$ cat src/hw/rtl/ngga_pkg.sv
// Shared types, constants and column tables of the GGA sentence parser.
package ngga_pkg;

	localparam int MAX_SENTENCE_LEN_DEF = 80;

	localparam int POS_W     = 7;
	localparam int WEIGHT_W  = 26;
	localparam int PROD_W    = 30;
	localparam int TIME_W    = 29;
	localparam int LAT_ACC_W = 26;
	localparam int LON_ACC_W = 30;
	localparam int LAT_Y_W   = 29;
	localparam int LON_Y_W   = 32;
	localparam int LAT_Q_W   = 27;
	localparam int LAT_W     = 28;
	localparam int LON_W     = 31;

	// floor(y / 3) == (y * RECIP3) >> RECIP3_SHIFT for any y below 2**32
	localparam logic [31:0] RECIP3       = 32'hAAAA_AAAB;
	localparam int          RECIP3_SHIFT = 33;

	localparam logic [7:0] ASCII_NUL    = 8'h00;
	localparam logic [7:0] ASCII_LF     = 8'h0A;
	localparam logic [7:0] ASCII_CR     = 8'h0D;
	localparam logic [7:0] ASCII_DOLLAR = 8'h24;
	localparam logic [7:0] ASCII_COMMA  = 8'h2C;
	localparam logic [7:0] ASCII_DOT    = 8'h2E;
	localparam logic [7:0] ASCII_0      = 8'h30;
	localparam logic [7:0] ASCII_9      = 8'h39;
	localparam logic [7:0] ASCII_E      = 8'h45;
	localparam logic [7:0] ASCII_N      = 8'h4E;
	localparam logic [7:0] ASCII_S      = 8'h53;
	localparam logic [7:0] ASCII_W      = 8'h57;

	typedef enum logic [2:0] {
		ST_OK          = 3'd0,
		ST_FORMAT      = 3'd1,
		ST_LENGTH      = 3'd2,
		ST_UNKNOWN     = 3'd3,
		ST_NOT_DECODED = 3'd4
	} status_t;

	typedef enum logic [1:0] {
		KIND_NONE = 2'd0,
		KIND_GGA  = 2'd1,
		KIND_LSP  = 2'd2
	} kind_t;

	// One finished sentence, before the degree scaling.
	typedef struct packed {
		status_t                status;
		kind_t                  kind;
		logic [TIME_W-1:0]      time_ms;
		logic [LAT_ACC_W-1:0]   lat_sixths;
		logic                   south;
		logic [LON_ACC_W-1:0]   lon_sixths;
		logic                   west;
	} result_t;

	function automatic logic [7:0] gga_char(input logic [POS_W-1:0] p);
		logic [7:0] c;
		case (p)
			7'd1:    c = 8'h47; // G
			7'd2:    c = 8'h50; // P
			7'd3:    c = 8'h47; // G
			7'd4:    c = 8'h47; // G
			7'd5:    c = 8'h41; // A
			default: c = ASCII_COMMA;
		endcase
		return c;
	endfunction

	function automatic logic [7:0] lsp_char(input logic [POS_W-1:0] p);
		logic [7:0] c;
		case (p)
			7'd1:    c = 8'h50; // P
			7'd2:    c = 8'h53; // S
			7'd3:    c = 8'h4C; // L
			7'd4:    c = 8'h53; // S
			7'd5:    c = 8'h50; // P
			default: c = ASCII_COMMA;
		endcase
		return c;
	endfunction

	// Digit weight of a fixed column: time in ms, angles in 1e-4 minutes.
	function automatic logic [WEIGHT_W-1:0] col_weight(input logic [POS_W-1:0] p);
		logic [WEIGHT_W-1:0] w;
		case (p)
			7'd7:    w = 26'd36000000;
			7'd8:    w = 26'd3600000;
			7'd9:    w = 26'd600000;
			7'd10:   w = 26'd60000;
			7'd11:   w = 26'd10000;
			7'd12:   w = 26'd1000;
			7'd14:   w = 26'd100;
			7'd15:   w = 26'd10;
			7'd16:   w = 26'd1;
			7'd18:   w = 26'd6000000;
			7'd19:   w = 26'd600000;
			7'd20:   w = 26'd100000;
			7'd21:   w = 26'd10000;
			7'd23:   w = 26'd1000;
			7'd24:   w = 26'd100;
			7'd25:   w = 26'd10;
			7'd26:   w = 26'd1;
			7'd30:   w = 26'd60000000;
			7'd31:   w = 26'd6000000;
			7'd32:   w = 26'd600000;
			7'd33:   w = 26'd100000;
			7'd34:   w = 26'd10000;
			7'd36:   w = 26'd1000;
			7'd37:   w = 26'd100;
			7'd38:   w = 26'd10;
			7'd39:   w = 26'd1;
			default: w = '0;
		endcase
		return w;
	endfunction

endpackage

$ cat src/hw/rtl/nmea_gga_sentence_parser_unit.sv
// Top level of the NMEA GGA sentence parser: byte parser plus degree scaling pipeline.
//
// Usage:
//   s_axis carries one sentence byte per transaction: tdata[7:0] is the byte,
//   tuser[0] marks the first byte of a sentence and drops any partial one.
//   m_axis carries one result per sentence ('$' check failure, terminator,
//   NUL, overlength): tuser holds status and kind, tdata holds fix time,
//   latitude and longitude (zero unless status ok and kind GGA).
// Throughput: one byte per cycle while s_axis_tready is high; the parser state
//   is updated in the cycle a byte is accepted, so bytes may follow back to back
//   with no gaps.
// Pipeline: the result of the byte ending its sentence is registered through the
//   parse register, times-five stage, reciprocal multiply by 1/3, then sign and
//   output register, which drives m_axis_tvalid.
// Stalls: each stage loads when empty or when its content moves on, so bytes
//   that produce no result keep flowing while the output waits; s_axis_tready
//   drops only when all four result stages are full and m_axis_tready is low.
// Reset: arst_n clears all valid bits and the parser state; bytes are ignored
//   until a start-marked byte arrives.
module nmea_gga_sentence_parser_unit #(
	parameter int MAX_SENTENCE_LEN = ngga_pkg::MAX_SENTENCE_LEN_DEF
) (
	input  logic        clk,
	input  logic        arst_n,
	input  logic        s_axis_tvalid,
	output logic        s_axis_tready,
	input  logic [7:0]  s_axis_tdata,  // [7:0] char_byte
	input  logic [0:0]  s_axis_tuser,  // [0] sentence_start
	output logic        m_axis_tvalid,
	input  logic        m_axis_tready,
	// [28:0] fix_time_ms, [56:29] latitude_udeg, [87:57] longitude_udeg
	output logic [87:0] m_axis_tdata,
	// [2:0] parse_status, [4:3] sentence_kind
	output logic [4:0]  m_axis_tuser
);

	logic              fire;
	logic              emit;
	ngga_pkg::result_t res;

	// stage valids and load enables
	logic v_s1, v_s2, v_s3, v_s4;
	logic rdy1, rdy2, rdy3, rdy4;

	ngga_pkg::result_t res_s1;

	ngga_pkg::status_t              st_s2, st_s3, st_s4;
	ngga_pkg::kind_t                kind_s2, kind_s3, kind_s4;
	logic [ngga_pkg::TIME_W-1:0]    time_s2, time_s3, time_s4;
	logic [ngga_pkg::LAT_Y_W-1:0]   laty_s2;
	logic [ngga_pkg::LON_Y_W-1:0]   lony_s2;
	logic                           south_s2, south_s3;
	logic                           west_s2, west_s3;
	logic [ngga_pkg::LAT_Q_W-1:0]   latq_s3;
	logic [ngga_pkg::LON_ACC_W-1:0] lonq_s3;
	logic [ngga_pkg::LAT_W-1:0]     lat_s4;
	logic [ngga_pkg::LON_W-1:0]     lon_s4;

	logic [60:0] lat_prod;
	logic [63:0] lon_prod;

	assign rdy4 = !v_s4 || m_axis_tready;
	assign rdy3 = !v_s3 || rdy4;
	assign rdy2 = !v_s2 || rdy3;
	assign rdy1 = !v_s1 || rdy2;

	assign s_axis_tready = rdy1;
	assign fire          = s_axis_tvalid && rdy1;

	ngga_byte_parse #(
		.MAX_SENTENCE_LEN(MAX_SENTENCE_LEN)
	) u_parse (
		.clk            (clk),
		.arst_n         (arst_n),
		.fire           (fire),
		.char_byte      (s_axis_tdata),
		.sentence_start (s_axis_tuser[0]),
		.emit           (emit),
		.res            (res)
	);

	// floor(y/3) by reciprocal; y = 5 * sixths fits 32 bits for both angles
	assign lat_prod = 61'(laty_s2) * 61'(ngga_pkg::RECIP3);
	assign lon_prod = 64'(lony_s2) * 64'(ngga_pkg::RECIP3);

	// valid bits
	always_ff @(posedge clk or negedge arst_n) begin
		if (!arst_n) begin
			v_s1 <= 1'b0;
			v_s2 <= 1'b0;
			v_s3 <= 1'b0;
			v_s4 <= 1'b0;
		end else begin
			if (rdy1) v_s1 <= emit;
			if (rdy2) v_s2 <= v_s1;
			if (rdy3) v_s3 <= v_s2;
			if (rdy4) v_s4 <= v_s3;
		end
	end

	// payload: advance each stage when it may load
	always_ff @(posedge clk) begin
		if (rdy1) res_s1 <= res;
		if (rdy2) begin
			st_s2    <= res_s1.status;
			kind_s2  <= res_s1.kind;
			time_s2  <= res_s1.time_ms;
			laty_s2  <= {1'b0, res_s1.lat_sixths, 2'b00} + 29'(res_s1.lat_sixths);
			lony_s2  <= {res_s1.lon_sixths, 2'b00} + 32'(res_s1.lon_sixths);
			south_s2 <= res_s1.south;
			west_s2  <= res_s1.west;
		end
		if (rdy3) begin
			st_s3    <= st_s2;
			kind_s3  <= kind_s2;
			time_s3  <= time_s2;
			latq_s3  <= lat_prod[59:ngga_pkg::RECIP3_SHIFT];
			lonq_s3  <= lon_prod[62:ngga_pkg::RECIP3_SHIFT];
			south_s3 <= south_s2;
			west_s3  <= west_s2;
		end
		if (rdy4) begin
			st_s4   <= st_s3;
			kind_s4 <= kind_s3;
			time_s4 <= time_s3;
			// negate the magnitude for south and west
			lat_s4  <= south_s3 ? (ngga_pkg::LAT_W'(0) - ngga_pkg::LAT_W'(latq_s3))
				: ngga_pkg::LAT_W'(latq_s3);
			lon_s4  <= west_s3 ? (ngga_pkg::LON_W'(0) - ngga_pkg::LON_W'(lonq_s3))
				: ngga_pkg::LON_W'(lonq_s3);
		end
	end

	assign m_axis_tvalid = v_s4;
	assign m_axis_tdata  = {lon_s4, lat_s4, time_s4};
	assign m_axis_tuser  = {kind_s4, st_s4};

endmodule

$ cat src/hw/rtl/ngga_byte_parse.sv
// Per-byte sentence state: framing, header match and fixed-column digit accumulation.
module ngga_byte_parse #(
	parameter int MAX_SENTENCE_LEN = ngga_pkg::MAX_SENTENCE_LEN_DEF
) (
	input  logic                  clk,
	input  logic                  arst_n,
	input  logic                  fire,
	input  logic [7:0]            char_byte,
	input  logic                  sentence_start,
	output logic                  emit,
	output ngga_pkg::result_t     res
);

	localparam logic [ngga_pkg::POS_W-1:0] LAST_POS =
		ngga_pkg::POS_W'(MAX_SENTENCE_LEN - 1);

	logic [ngga_pkg::POS_W-1:0]     pos_q, pos_d;
	logic                           act_q, act_d;
	logic                           cr_q, cr_d;
	logic                           gga_q, gga_d;
	logic                           lsp_q, lsp_d;
	logic                           flt_q, flt_d;
	logic [ngga_pkg::TIME_W-1:0]    tacc_q, tacc_d;
	logic [ngga_pkg::LAT_ACC_W-1:0] lacc_q, lacc_d;
	logic                           south_q, south_d;
	logic [ngga_pkg::LON_ACC_W-1:0] oacc_q, oacc_d;
	logic                           west_q, west_d;
	logic                           emit_c;
	ngga_pkg::status_t              st_c;
	ngga_pkg::kind_t                kind_c;
	logic                           digit_ok;
	logic [ngga_pkg::PROD_W-1:0]    wprod;

	always_comb begin
		pos_d   = pos_q;
		act_d   = act_q;
		cr_d    = cr_q;
		gga_d   = gga_q;
		lsp_d   = lsp_q;
		flt_d   = flt_q;
		tacc_d  = tacc_q;
		lacc_d  = lacc_q;
		south_d = south_q;
		oacc_d  = oacc_q;
		west_d  = west_q;
		emit_c  = 1'b0;
		st_c    = ngga_pkg::ST_OK;
		kind_c  = ngga_pkg::KIND_NONE;

		// a start mark drops any partial sentence
		if (sentence_start) begin
			pos_d   = '0;
			act_d   = 1'b1;
			cr_d    = 1'b0;
			gga_d   = 1'b1;
			lsp_d   = 1'b1;
			flt_d   = 1'b0;
			tacc_d  = '0;
			lacc_d  = '0;
			south_d = 1'b0;
			oacc_d  = '0;
			west_d  = 1'b0;
		end

		digit_ok = (char_byte >= ngga_pkg::ASCII_0) && (char_byte <= ngga_pkg::ASCII_9);
		wprod    = ngga_pkg::PROD_W'(char_byte[3:0]) *
			ngga_pkg::PROD_W'(ngga_pkg::col_weight(pos_d));

		if (act_d) begin
			if (pos_d == '0) begin
				if (char_byte != ngga_pkg::ASCII_DOLLAR) begin
					emit_c = 1'b1;
					st_c   = ngga_pkg::ST_FORMAT;
					act_d  = 1'b0;
				end else begin
					pos_d = ngga_pkg::POS_W'(1);
				end
			end else begin
				if (pos_d <= ngga_pkg::POS_W'(6)) begin
					if (char_byte != ngga_pkg::gga_char(pos_d)) gga_d = 1'b0;
					if (char_byte != ngga_pkg::lsp_char(pos_d)) lsp_d = 1'b0;
				end

				case (pos_d) inside
					[7'd7:7'd12], [7'd14:7'd16]: begin
						if (digit_ok) tacc_d = tacc_d + ngga_pkg::TIME_W'(wprod);
						else flt_d = 1'b1;
					end
					[7'd18:7'd21], [7'd23:7'd26]: begin
						if (digit_ok) lacc_d = lacc_d + ngga_pkg::LAT_ACC_W'(wprod);
						else flt_d = 1'b1;
					end
					[7'd30:7'd34], [7'd36:7'd39]: begin
						if (digit_ok) oacc_d = oacc_d + ngga_pkg::LON_ACC_W'(wprod);
						else flt_d = 1'b1;
					end
					7'd13, 7'd22, 7'd35: begin
						if (char_byte != ngga_pkg::ASCII_DOT) flt_d = 1'b1;
					end
					7'd17, 7'd27, 7'd40: begin
						if (char_byte != ngga_pkg::ASCII_COMMA) flt_d = 1'b1;
					end
					7'd28: begin
						if (char_byte == ngga_pkg::ASCII_S) south_d = 1'b1;
						else if (char_byte != ngga_pkg::ASCII_N) flt_d = 1'b1;
					end
					7'd41: begin
						if (char_byte == ngga_pkg::ASCII_W) west_d = 1'b1;
						else if (char_byte != ngga_pkg::ASCII_E) flt_d = 1'b1;
					end
					default: ;
				endcase

				if (cr_d && (char_byte == ngga_pkg::ASCII_LF)) begin
					emit_c = 1'b1;
					act_d  = 1'b0;
					if (gga_d) begin
						kind_c = ngga_pkg::KIND_GGA;
						st_c   = flt_d ? ngga_pkg::ST_FORMAT : ngga_pkg::ST_OK;
					end else if (lsp_d) begin
						kind_c = ngga_pkg::KIND_LSP;
						st_c   = ngga_pkg::ST_NOT_DECODED;
					end else begin
						st_c = ngga_pkg::ST_UNKNOWN;
					end
				end else if ((char_byte == ngga_pkg::ASCII_NUL) || (pos_d >= LAST_POS)) begin
					emit_c = 1'b1;
					act_d  = 1'b0;
					st_c   = ngga_pkg::ST_LENGTH;
				end else begin
					cr_d  = (char_byte == ngga_pkg::ASCII_CR);
					pos_d = pos_d + ngga_pkg::POS_W'(1);
				end
			end
		end
	end

	always_comb begin
		emit       = fire && emit_c;
		res.status = st_c;
		res.kind   = kind_c;
		// fields stay zero unless this is a clean GGA fix
		if ((st_c == ngga_pkg::ST_OK) && (kind_c == ngga_pkg::KIND_GGA)) begin
			res.time_ms    = tacc_d;
			res.lat_sixths = lacc_d;
			res.south      = south_d;
			res.lon_sixths = oacc_d;
			res.west       = west_d;
		end else begin
			res.time_ms    = '0;
			res.lat_sixths = '0;
			res.south      = 1'b0;
			res.lon_sixths = '0;
			res.west       = 1'b0;
		end
	end

	always_ff @(posedge clk or negedge arst_n) begin
		if (!arst_n) begin
			pos_q   <= '0;
			act_q   <= 1'b0;
			cr_q    <= 1'b0;
			gga_q   <= 1'b0;
			lsp_q   <= 1'b0;
			flt_q   <= 1'b0;
			tacc_q  <= '0;
			lacc_q  <= '0;
			south_q <= 1'b0;
			oacc_q  <= '0;
			west_q  <= 1'b0;
		end else if (fire) begin
			pos_q   <= pos_d;
			act_q   <= act_d;
			cr_q    <= cr_d;
			gga_q   <= gga_d;
			lsp_q   <= lsp_d;
			flt_q   <= flt_d;
			tacc_q  <= tacc_d;
			lacc_q  <= lacc_d;
			south_q <= south_d;
			oacc_q  <= oacc_d;
			west_q  <= west_d;
		end
	end

endmodule
$ cat config.mk
export PLATFORM = sky130hd
export DESIGN_NAME = nmea_gga_sentence_parser_unit
export DESIGN_NICKNAME = d
export VERILOG_FILES = /design/src/hw/rtl/ngga_pkg.sv /design/src/hw/rtl/nmea_gga_sentence_parser_unit.sv /design/src/hw/rtl/ngga_byte_parse.sv
export SDC_FILE = /design/constraint.sdc
export NUM_CORES = 2
export LEC_CHECK = 0
export ABC_AREA = 1
export BUFFER_PORTS_ARGS = -buffer_cell sky130_fd_sc_hd__buf_2
export CORE_MARGIN = 2
export CORE_UTILIZATION = 39
export DETAILED_ROUTE_END_ITERATION = 8
export SLEW_MARGIN = 10
export SYNTH_ARGS = -nofsm -noshare
export SYNTH_HDL_FRONTEND = slang
export SYNTH_SLANG_ARGS = --single-unit
$ cat constraint.sdc
create_clock -name clk -period 17.9 [get_ports clk]
set_input_delay 5.37 -clock clk [delete_from_list [all_inputs] [get_ports clk]]
set_output_delay 5.37 -clock clk [all_outputs]
set_load 0.05 [all_outputs]
=== Yosys cells after proc, flatten, opt, wreduce, memory -nomap -nowiden ===
Memories as Yosys holds them, arrays and structs flattened.
Cells that the tools add are included.
W data, S select, Z words.

* Bits in registers: 478
* Latch bits: 0
* RAM bits: 0
* ROM bits: 1664
* Input port bits: 13
* Output and inout bits: 95
* Memories kept: 1

{| class="wikitable"
|+ Memories
! memory !! words !! bits a word !! read ports !! clocked after Yosys merged registers in !! wr ports !! RTL line !! RTL
|-
| (name not given) || 64 || 26 || 1 || 0 || 0 || ngga_pkg.sv:89 || <nowiki>case (p)</nowiki>
|}

* Add/subtract/negate cells: 8
* Multiply operators: 3
* Div/mod/pow operators: 0
* Order comparisons: 16
* Equal/unequal tests: 25
* Shifts and indexed selects: 0
* Multiplexer cells: 118
* Bitwise logic cells: 0
* Reduce and logical (&&, ||, !) cells: 31

{| class="wikitable"
|+ Operators by type and width
! kind !! number
|-
| $mux W30 || 8
|-
| $mux W26 || 7
|-
| $mux W29 || 5
|-
| $mux W1 || 72
|-
| $mul A32 B32 Y63 const B || 1
|-
| $mul A29 B32 Y60 const B || 1
|-
| $mux W8 || 6
|-
| $mux W7 || 6
|-
| $pmux W7 S3 || 2
|-
| $add A32 B30 Y32 || 1
|-
| $sub A1 B30 Y31 const A || 1
|-
| $add A30 B30 Y30 || 1
|-
| $mul A4 B26 Y30 || 1
|-
| $add A28 B26 Y29 || 1
|-
| $add A29 B29 Y29 || 1
|-
| $eq A7 B5 Y1 const B || 4
|-
| $sub A1 B27 Y28 const A || 1
|-
| $mux W27 || 1
|-
| $add A26 B26 Y26 || 1
|-
| $ne A8 B6 Y1 const B || 3
|-
| $eq A7 B6 Y1 const B || 3
|-
| $ge A7 B5 Y1 const B || 3
|-
| $le A7 B5 Y1 const B || 3
|-
| $eq A8 B4 Y1 const B || 2
|-
| 28 further kinds || 66
|}

=== Depth between registers and ports, before layout ===
* Depth after elaboration: 19
* Depth in mapped cells: 43

=== Hierarchy ===
A second synthesis with hierarchy kept.

* Cells, all modules: 7864
* Area total of the unflattened synthesis: 62779.0 um^2

{| class="wikitable"
|+ Modules (own cells, without submodules)
! module !! times used !! cells an instance !! area an instance (um^2) !! seq. area each (um^2)
|-
| nmea_gga_sentence_parser_unit || 1 || 5224 || 46846.2 || 11360.9
|-
| ngga_byte_parse || 1 || 2640 || 15932.8 || 2477.4
|}

=== Worst setup path after synthesis ===
Ideal clock, no wire load.

* Kind: input port to output port
* From: input port m_axis_tready
* To: output port s_axis_tready
* Arrival time: 13.441 ns
* Data required time: 12.530 ns
* Slack: -0.911 ns
* Stages: 8
* Path through: nor2_1 inv_1 nor2_1 inv_1 nor2_1 inv_1 nor2_1 inv_1

* Word-level cells in the longest chain between the ends: 4

{| class="wikitable"
|+ RTL lines
! what !! RTL line !! RTL
|-
| start, declared || nmea_gga_sentence_parser_unit.sv:30 || <nowiki>input logic m_axis_tready,</nowiki>
|-
| $logic_or A1 B1 Y1 || nmea_gga_sentence_parser_unit.sv:62 || <nowiki>assign rdy4 = !v_s4 || m_axis_tready;</nowiki>
|-
| named net rdy4 || nmea_gga_sentence_parser_unit.sv:43 || <nowiki>logic rdy1, rdy2, rdy3, rdy4;</nowiki>
|-
| $logic_or A1 B1 Y1 || nmea_gga_sentence_parser_unit.sv:63 || <nowiki>assign rdy3 = !v_s3 || rdy4;</nowiki>
|-
| named net rdy3 || nmea_gga_sentence_parser_unit.sv:43 ||
|-
| $logic_or A1 B1 Y1 || nmea_gga_sentence_parser_unit.sv:64 || <nowiki>assign rdy2 = !v_s2 || rdy3;</nowiki>
|-
| named net rdy2 || nmea_gga_sentence_parser_unit.sv:43 ||
|-
| $logic_or A1 B1 Y1 || nmea_gga_sentence_parser_unit.sv:65 || <nowiki>assign rdy1 = !v_s1 || rdy2;</nowiki>
|-
| end, declared || nmea_gga_sentence_parser_unit.sv:26 || <nowiki>output logic s_axis_tready,</nowiki>
|}

The timed path passes the listed nets, and every way through them passes these cells.

=== Worst setup path after layout ===
Ends and elaborated chain as after synthesis.

==> flow_metrics.py <==
metrics = {
    "outcome": {
        "status": "finished, final reports clean",
    },
    "detailed_routing": {
        "num_vias": 45500,
        "drt-pass1-iter-count": 6,
        "route.final.wire_length_um": 172000,
        "met1Wirelength_um": 79800,
        "dr.max_layer_used": "met4",
        "met3WireLength_um": 8760,
        "met2_wirelength_um": 78900,
        "drtIter0Drc": 3396,
        "drc_errors": 0,
        "post_drt_via_cell_ratio": 5.06,
        "drt-wirelength-per-cell_um": 19.2,
        "postRouteAntennaNets": 0,
    },
    "critical_path": {
        "critical_path_class": "primary input to output pin",
        "crit_required_ns": 12.53,
        "critPathMaxFanout": 39,
        "cp-start-kind": "primary input",
        "crit_chain": "buf_2 > nor2_1 > inv_4 > nor2_1 > inv_4 > nor2_1 > clkinvlp_4 > nor2_1 > clkinvlp_4 > buf_2",
        "critical-path-slowest-cell": "clkinvlp_4",
        "crit_path_max_incr_delay_ns": 0.78,
        "timing.critical_path.to_type": "output pin",
        "path_common_cell": "nor2_1",
        "timing.critical_path.arrival_ns": 8.22,
    },
    "synth": {
        "synth_nets": 8263,
        "synth-seq-area-share_pct": 23.1,
        "synthCells": 6799,
        "syn-mean-instance-area_um2": 8.73,
        "synth_enable_flop_cells": 371,
        "synth.lib_cells_used.distinct": 60,
        "synthMostInstantiatedCell": "inv_1",
        "synth_area_mm2": 0.0593,
        "synthArstFlopShare_pct": 21.7,
        "post_synth_most_frequent_cells": "inv_1, nand2_1, ha_1",
        "synth_top_area_share_pct": 22.5,
        "synth.ff_latch_count": 474,
        "synthFlopType": "edfxtp_1",
        "ys.warnings.count": 0,
        "synth_area_leader": "fa_1",
        "synth.top_cells.by_area": "fa_1, edfxtp_1, ha_1",
    },
    "timing": {
        "report.final.hold_viol_count": 0,
        "timing.max_slew.rel_slack_pct": 21.4,
        "worst_slack_ns": 4.31,
        "fin_setup_tns_ns": 0,
        "clock_skew_ns": 0.0289,
        "achievable-frequency_mhz": 73.6,
        "setup_violations": 0,
        "fin_crit_ns": 13.59,
        "rsz0062_at_grt": "no",
        "worst_slew_pin_slew_ns": 1.18,
        "hold_ws_ns": 0.416,
        "final_min_period_over_clock_period_pct": 75.9,
        "finalMaxSlewViolations": 0,
    },
    "cts": {
        "cts_post_setup_buffers_inserted": 0,
        "cts.sinks": 474,
        "cts.repair.resized": 0,
        "clk-insertion-delay-late_ns": 0.67,
        "holdBufCountCts": 0,
        "clock-root-buffer": "clkbuf_16",
        "clkTransAtPathRegs_ns": 0.06,
        "cts_max_level": 2,
        "maximum_root_to_sink_buffer_count": 3,
        "clock_tree_from_tritoncts": "built",
        "cts_buffers": 57,
    },
    "floorplanning": {
        "fp.dieW_um": 394,
        "rows": 143,
        "total_die_area_mm2": 0.155,
        "top_ports": 108,
        "initial_utilization_pct": 39.2,
        "dieHeight_um": 394,
        "core_mm2": 0.152,
    },
    "placement": {
        "buffer_ports.inserted": 107,
        "post-place-ws_ns": 4.25,
        "dp_hpwl_um": 145000,
        "routabilityCongestion": 0.945,
        "post_dp_cell_area_mm2": 0.0622,
    },
    "power": {
        "vdd.ir_drop.worst_v": 0.0000738,
        "cellPowerDensity_mw_per_mm2": 90.3,
        "power_switching_uw": 2650,
        "intPower_uw": 3130,
        "power.share.switching_pct": 45.8,
        "total_power_draw_uw": 5780,
        "power.leakage_uw": 0.0334,
        "p_comb_share_pct": 52.8,
        "seq_power_share_pct": 27.7,
        "p_clk_share_pct": 19.5,
    },
    "min_path": {
        "hold_path.class": "flip-flop to flip-flop",
    },
    "global_routing": {
        "grt_pass1_wl_um": 269000,
        "initial_antenna_violation_count": 3,
        "gr-usage-all-layers_pct": 22.2,
        "first_global_vias": 46400,
        "grt_start_max_net_pins": 76,
        "aggregate_global_routing_overflow": 0,
    },
    "final_layout": {
        "num-nets-final": 8363,
        "stdcell_area_mm2": 0.0640,
        "areaGrowthSynthToFinish_pct": 7.82,
        "layout-drive-gt1-share_pct": 4.53,
    },
    "flow_run": {
        "maxCapViolCount": 0,
    },
}
==> final cells by class <==
class                      instances  area [um2]
fill                           15100       87600
multi-input combinational       4658       39300
sequential                       474       13700
inverter                        1577        5940
tap                             2030        2540
clock buffer                      67        1490
timing repair buffer             131         718
clock inverter                    41         324
antenna                            1        2.50
==> cell usage in the layout (no fill, tap or decap), drive strengths merged, types with 9 or more instances in the layout <==
cell type and instances:
a22oi 13, buf 131, a31oi 66, nor4 21, edfxtp 371, clkinv 27
xor2 152, a21boi 9, nor2 673, o21a 25, dfrtp 103, nor3 72
nand2 919, fa 667, a21o 31, xnor2 92, o211ai 22, clkinvlp 11
ha 784, nand4 50, o21bai 27, o22ai 19, a21oi 403, nand3 163
o21ai 370, or2 17, clkbuf 67, inv 1578
==> worst paths after layout <==
check | startpoint | endpoint | slack, ns | cells after the start
max | m_axis_tready | s_axis_tready | 4.31 | 10
min | res_s1[63]$_SDFFCE_PN0N_ | time_s2[5]$_DFFE_PP_ | 0.42 | 0
max reg2reg | u_parse.pos_q[1]$_DFFE_PN0P_ | res_s1[27]$_SDFFCE_PN0N_ | 9.62 | 38
min reg2reg | res_s1[63]$_SDFFCE_PN0N_ | time_s2[5]$_DFFE_PP_ | 0.42 | 0
max in group asynchronous | arst_n | u_parse.tacc_q[16]$_DFFE_PN0P_ | 11.75 | 2
min in group asynchronous | arst_n | u_parse.pos_q[1]$_DFFE_PN0P_ | 4.76 | 1
==> metal layers <==
metal / vias to the layer above / GRT usage [%]
li1: 21900 / -
met1: 22100 / 31.3
met2: 1192 / 36.1
met3: 216 / 2.61
met4: 0 / 5.84
met5: - / 0
==> flip-flops by register name, summed over array words and instances (netlist names), 3 cells and up <==
name,flops
latq_s3,27
lat_s4,28
laty_s2,29
lon_s4,31
lonq_s3,30
u_parse.oacc_q,30
lony_s2,32
st_s2,3
time_s3,29
u_parse.lacc_q,26
time_s2,29
u_parse.pos_q,7
st_s3,3
st_s4,3
time_s4,29
res_s1,91
u_parse.tacc_q,29
==> power by group through the flow <==
stage	registers, uW	clock network [uW]	logic, uW
floorplan	1880	0	1890
global placement	1620	0	3030
detailed placement	1620	0	3050
CTS	1600	1160	3080
global route	1620	1200	3450
finish	1600	1130	3050
==> stage by stage <==
step | instances | utilization (%)
2_1_floorplan | 6799 | -
5_1_grt | 8978 | 42.2
3_3_place_gp | 8870 | 41.0
3_5_place_dp | 8870 | 41.0
4_1_cts | 8978 | 42.2
6_report | 8979 | 42.2
==> critical path, delay by kind of cell <==
| family | cells | cell delay, ns |
|---|---|---|
| and+or+nand+nor | 4 | 1.12 |
| buffers and inverters | 6 | 1.65 |
==> logic make-up after synthesis <==
kind of cell             synth area share (%)
adder cells (fa/ha/maj)                  39.0
buffers and inverters                    10.8
multiplexers                           0.0506
AO/OA/AOI/OAI                            9.69
XOR/XNOR                                 3.60
AND/OR/NAND/NOR                          13.7
flip-flops                               23.1
No activity file was read; power rests on OpenSTA's default activity.
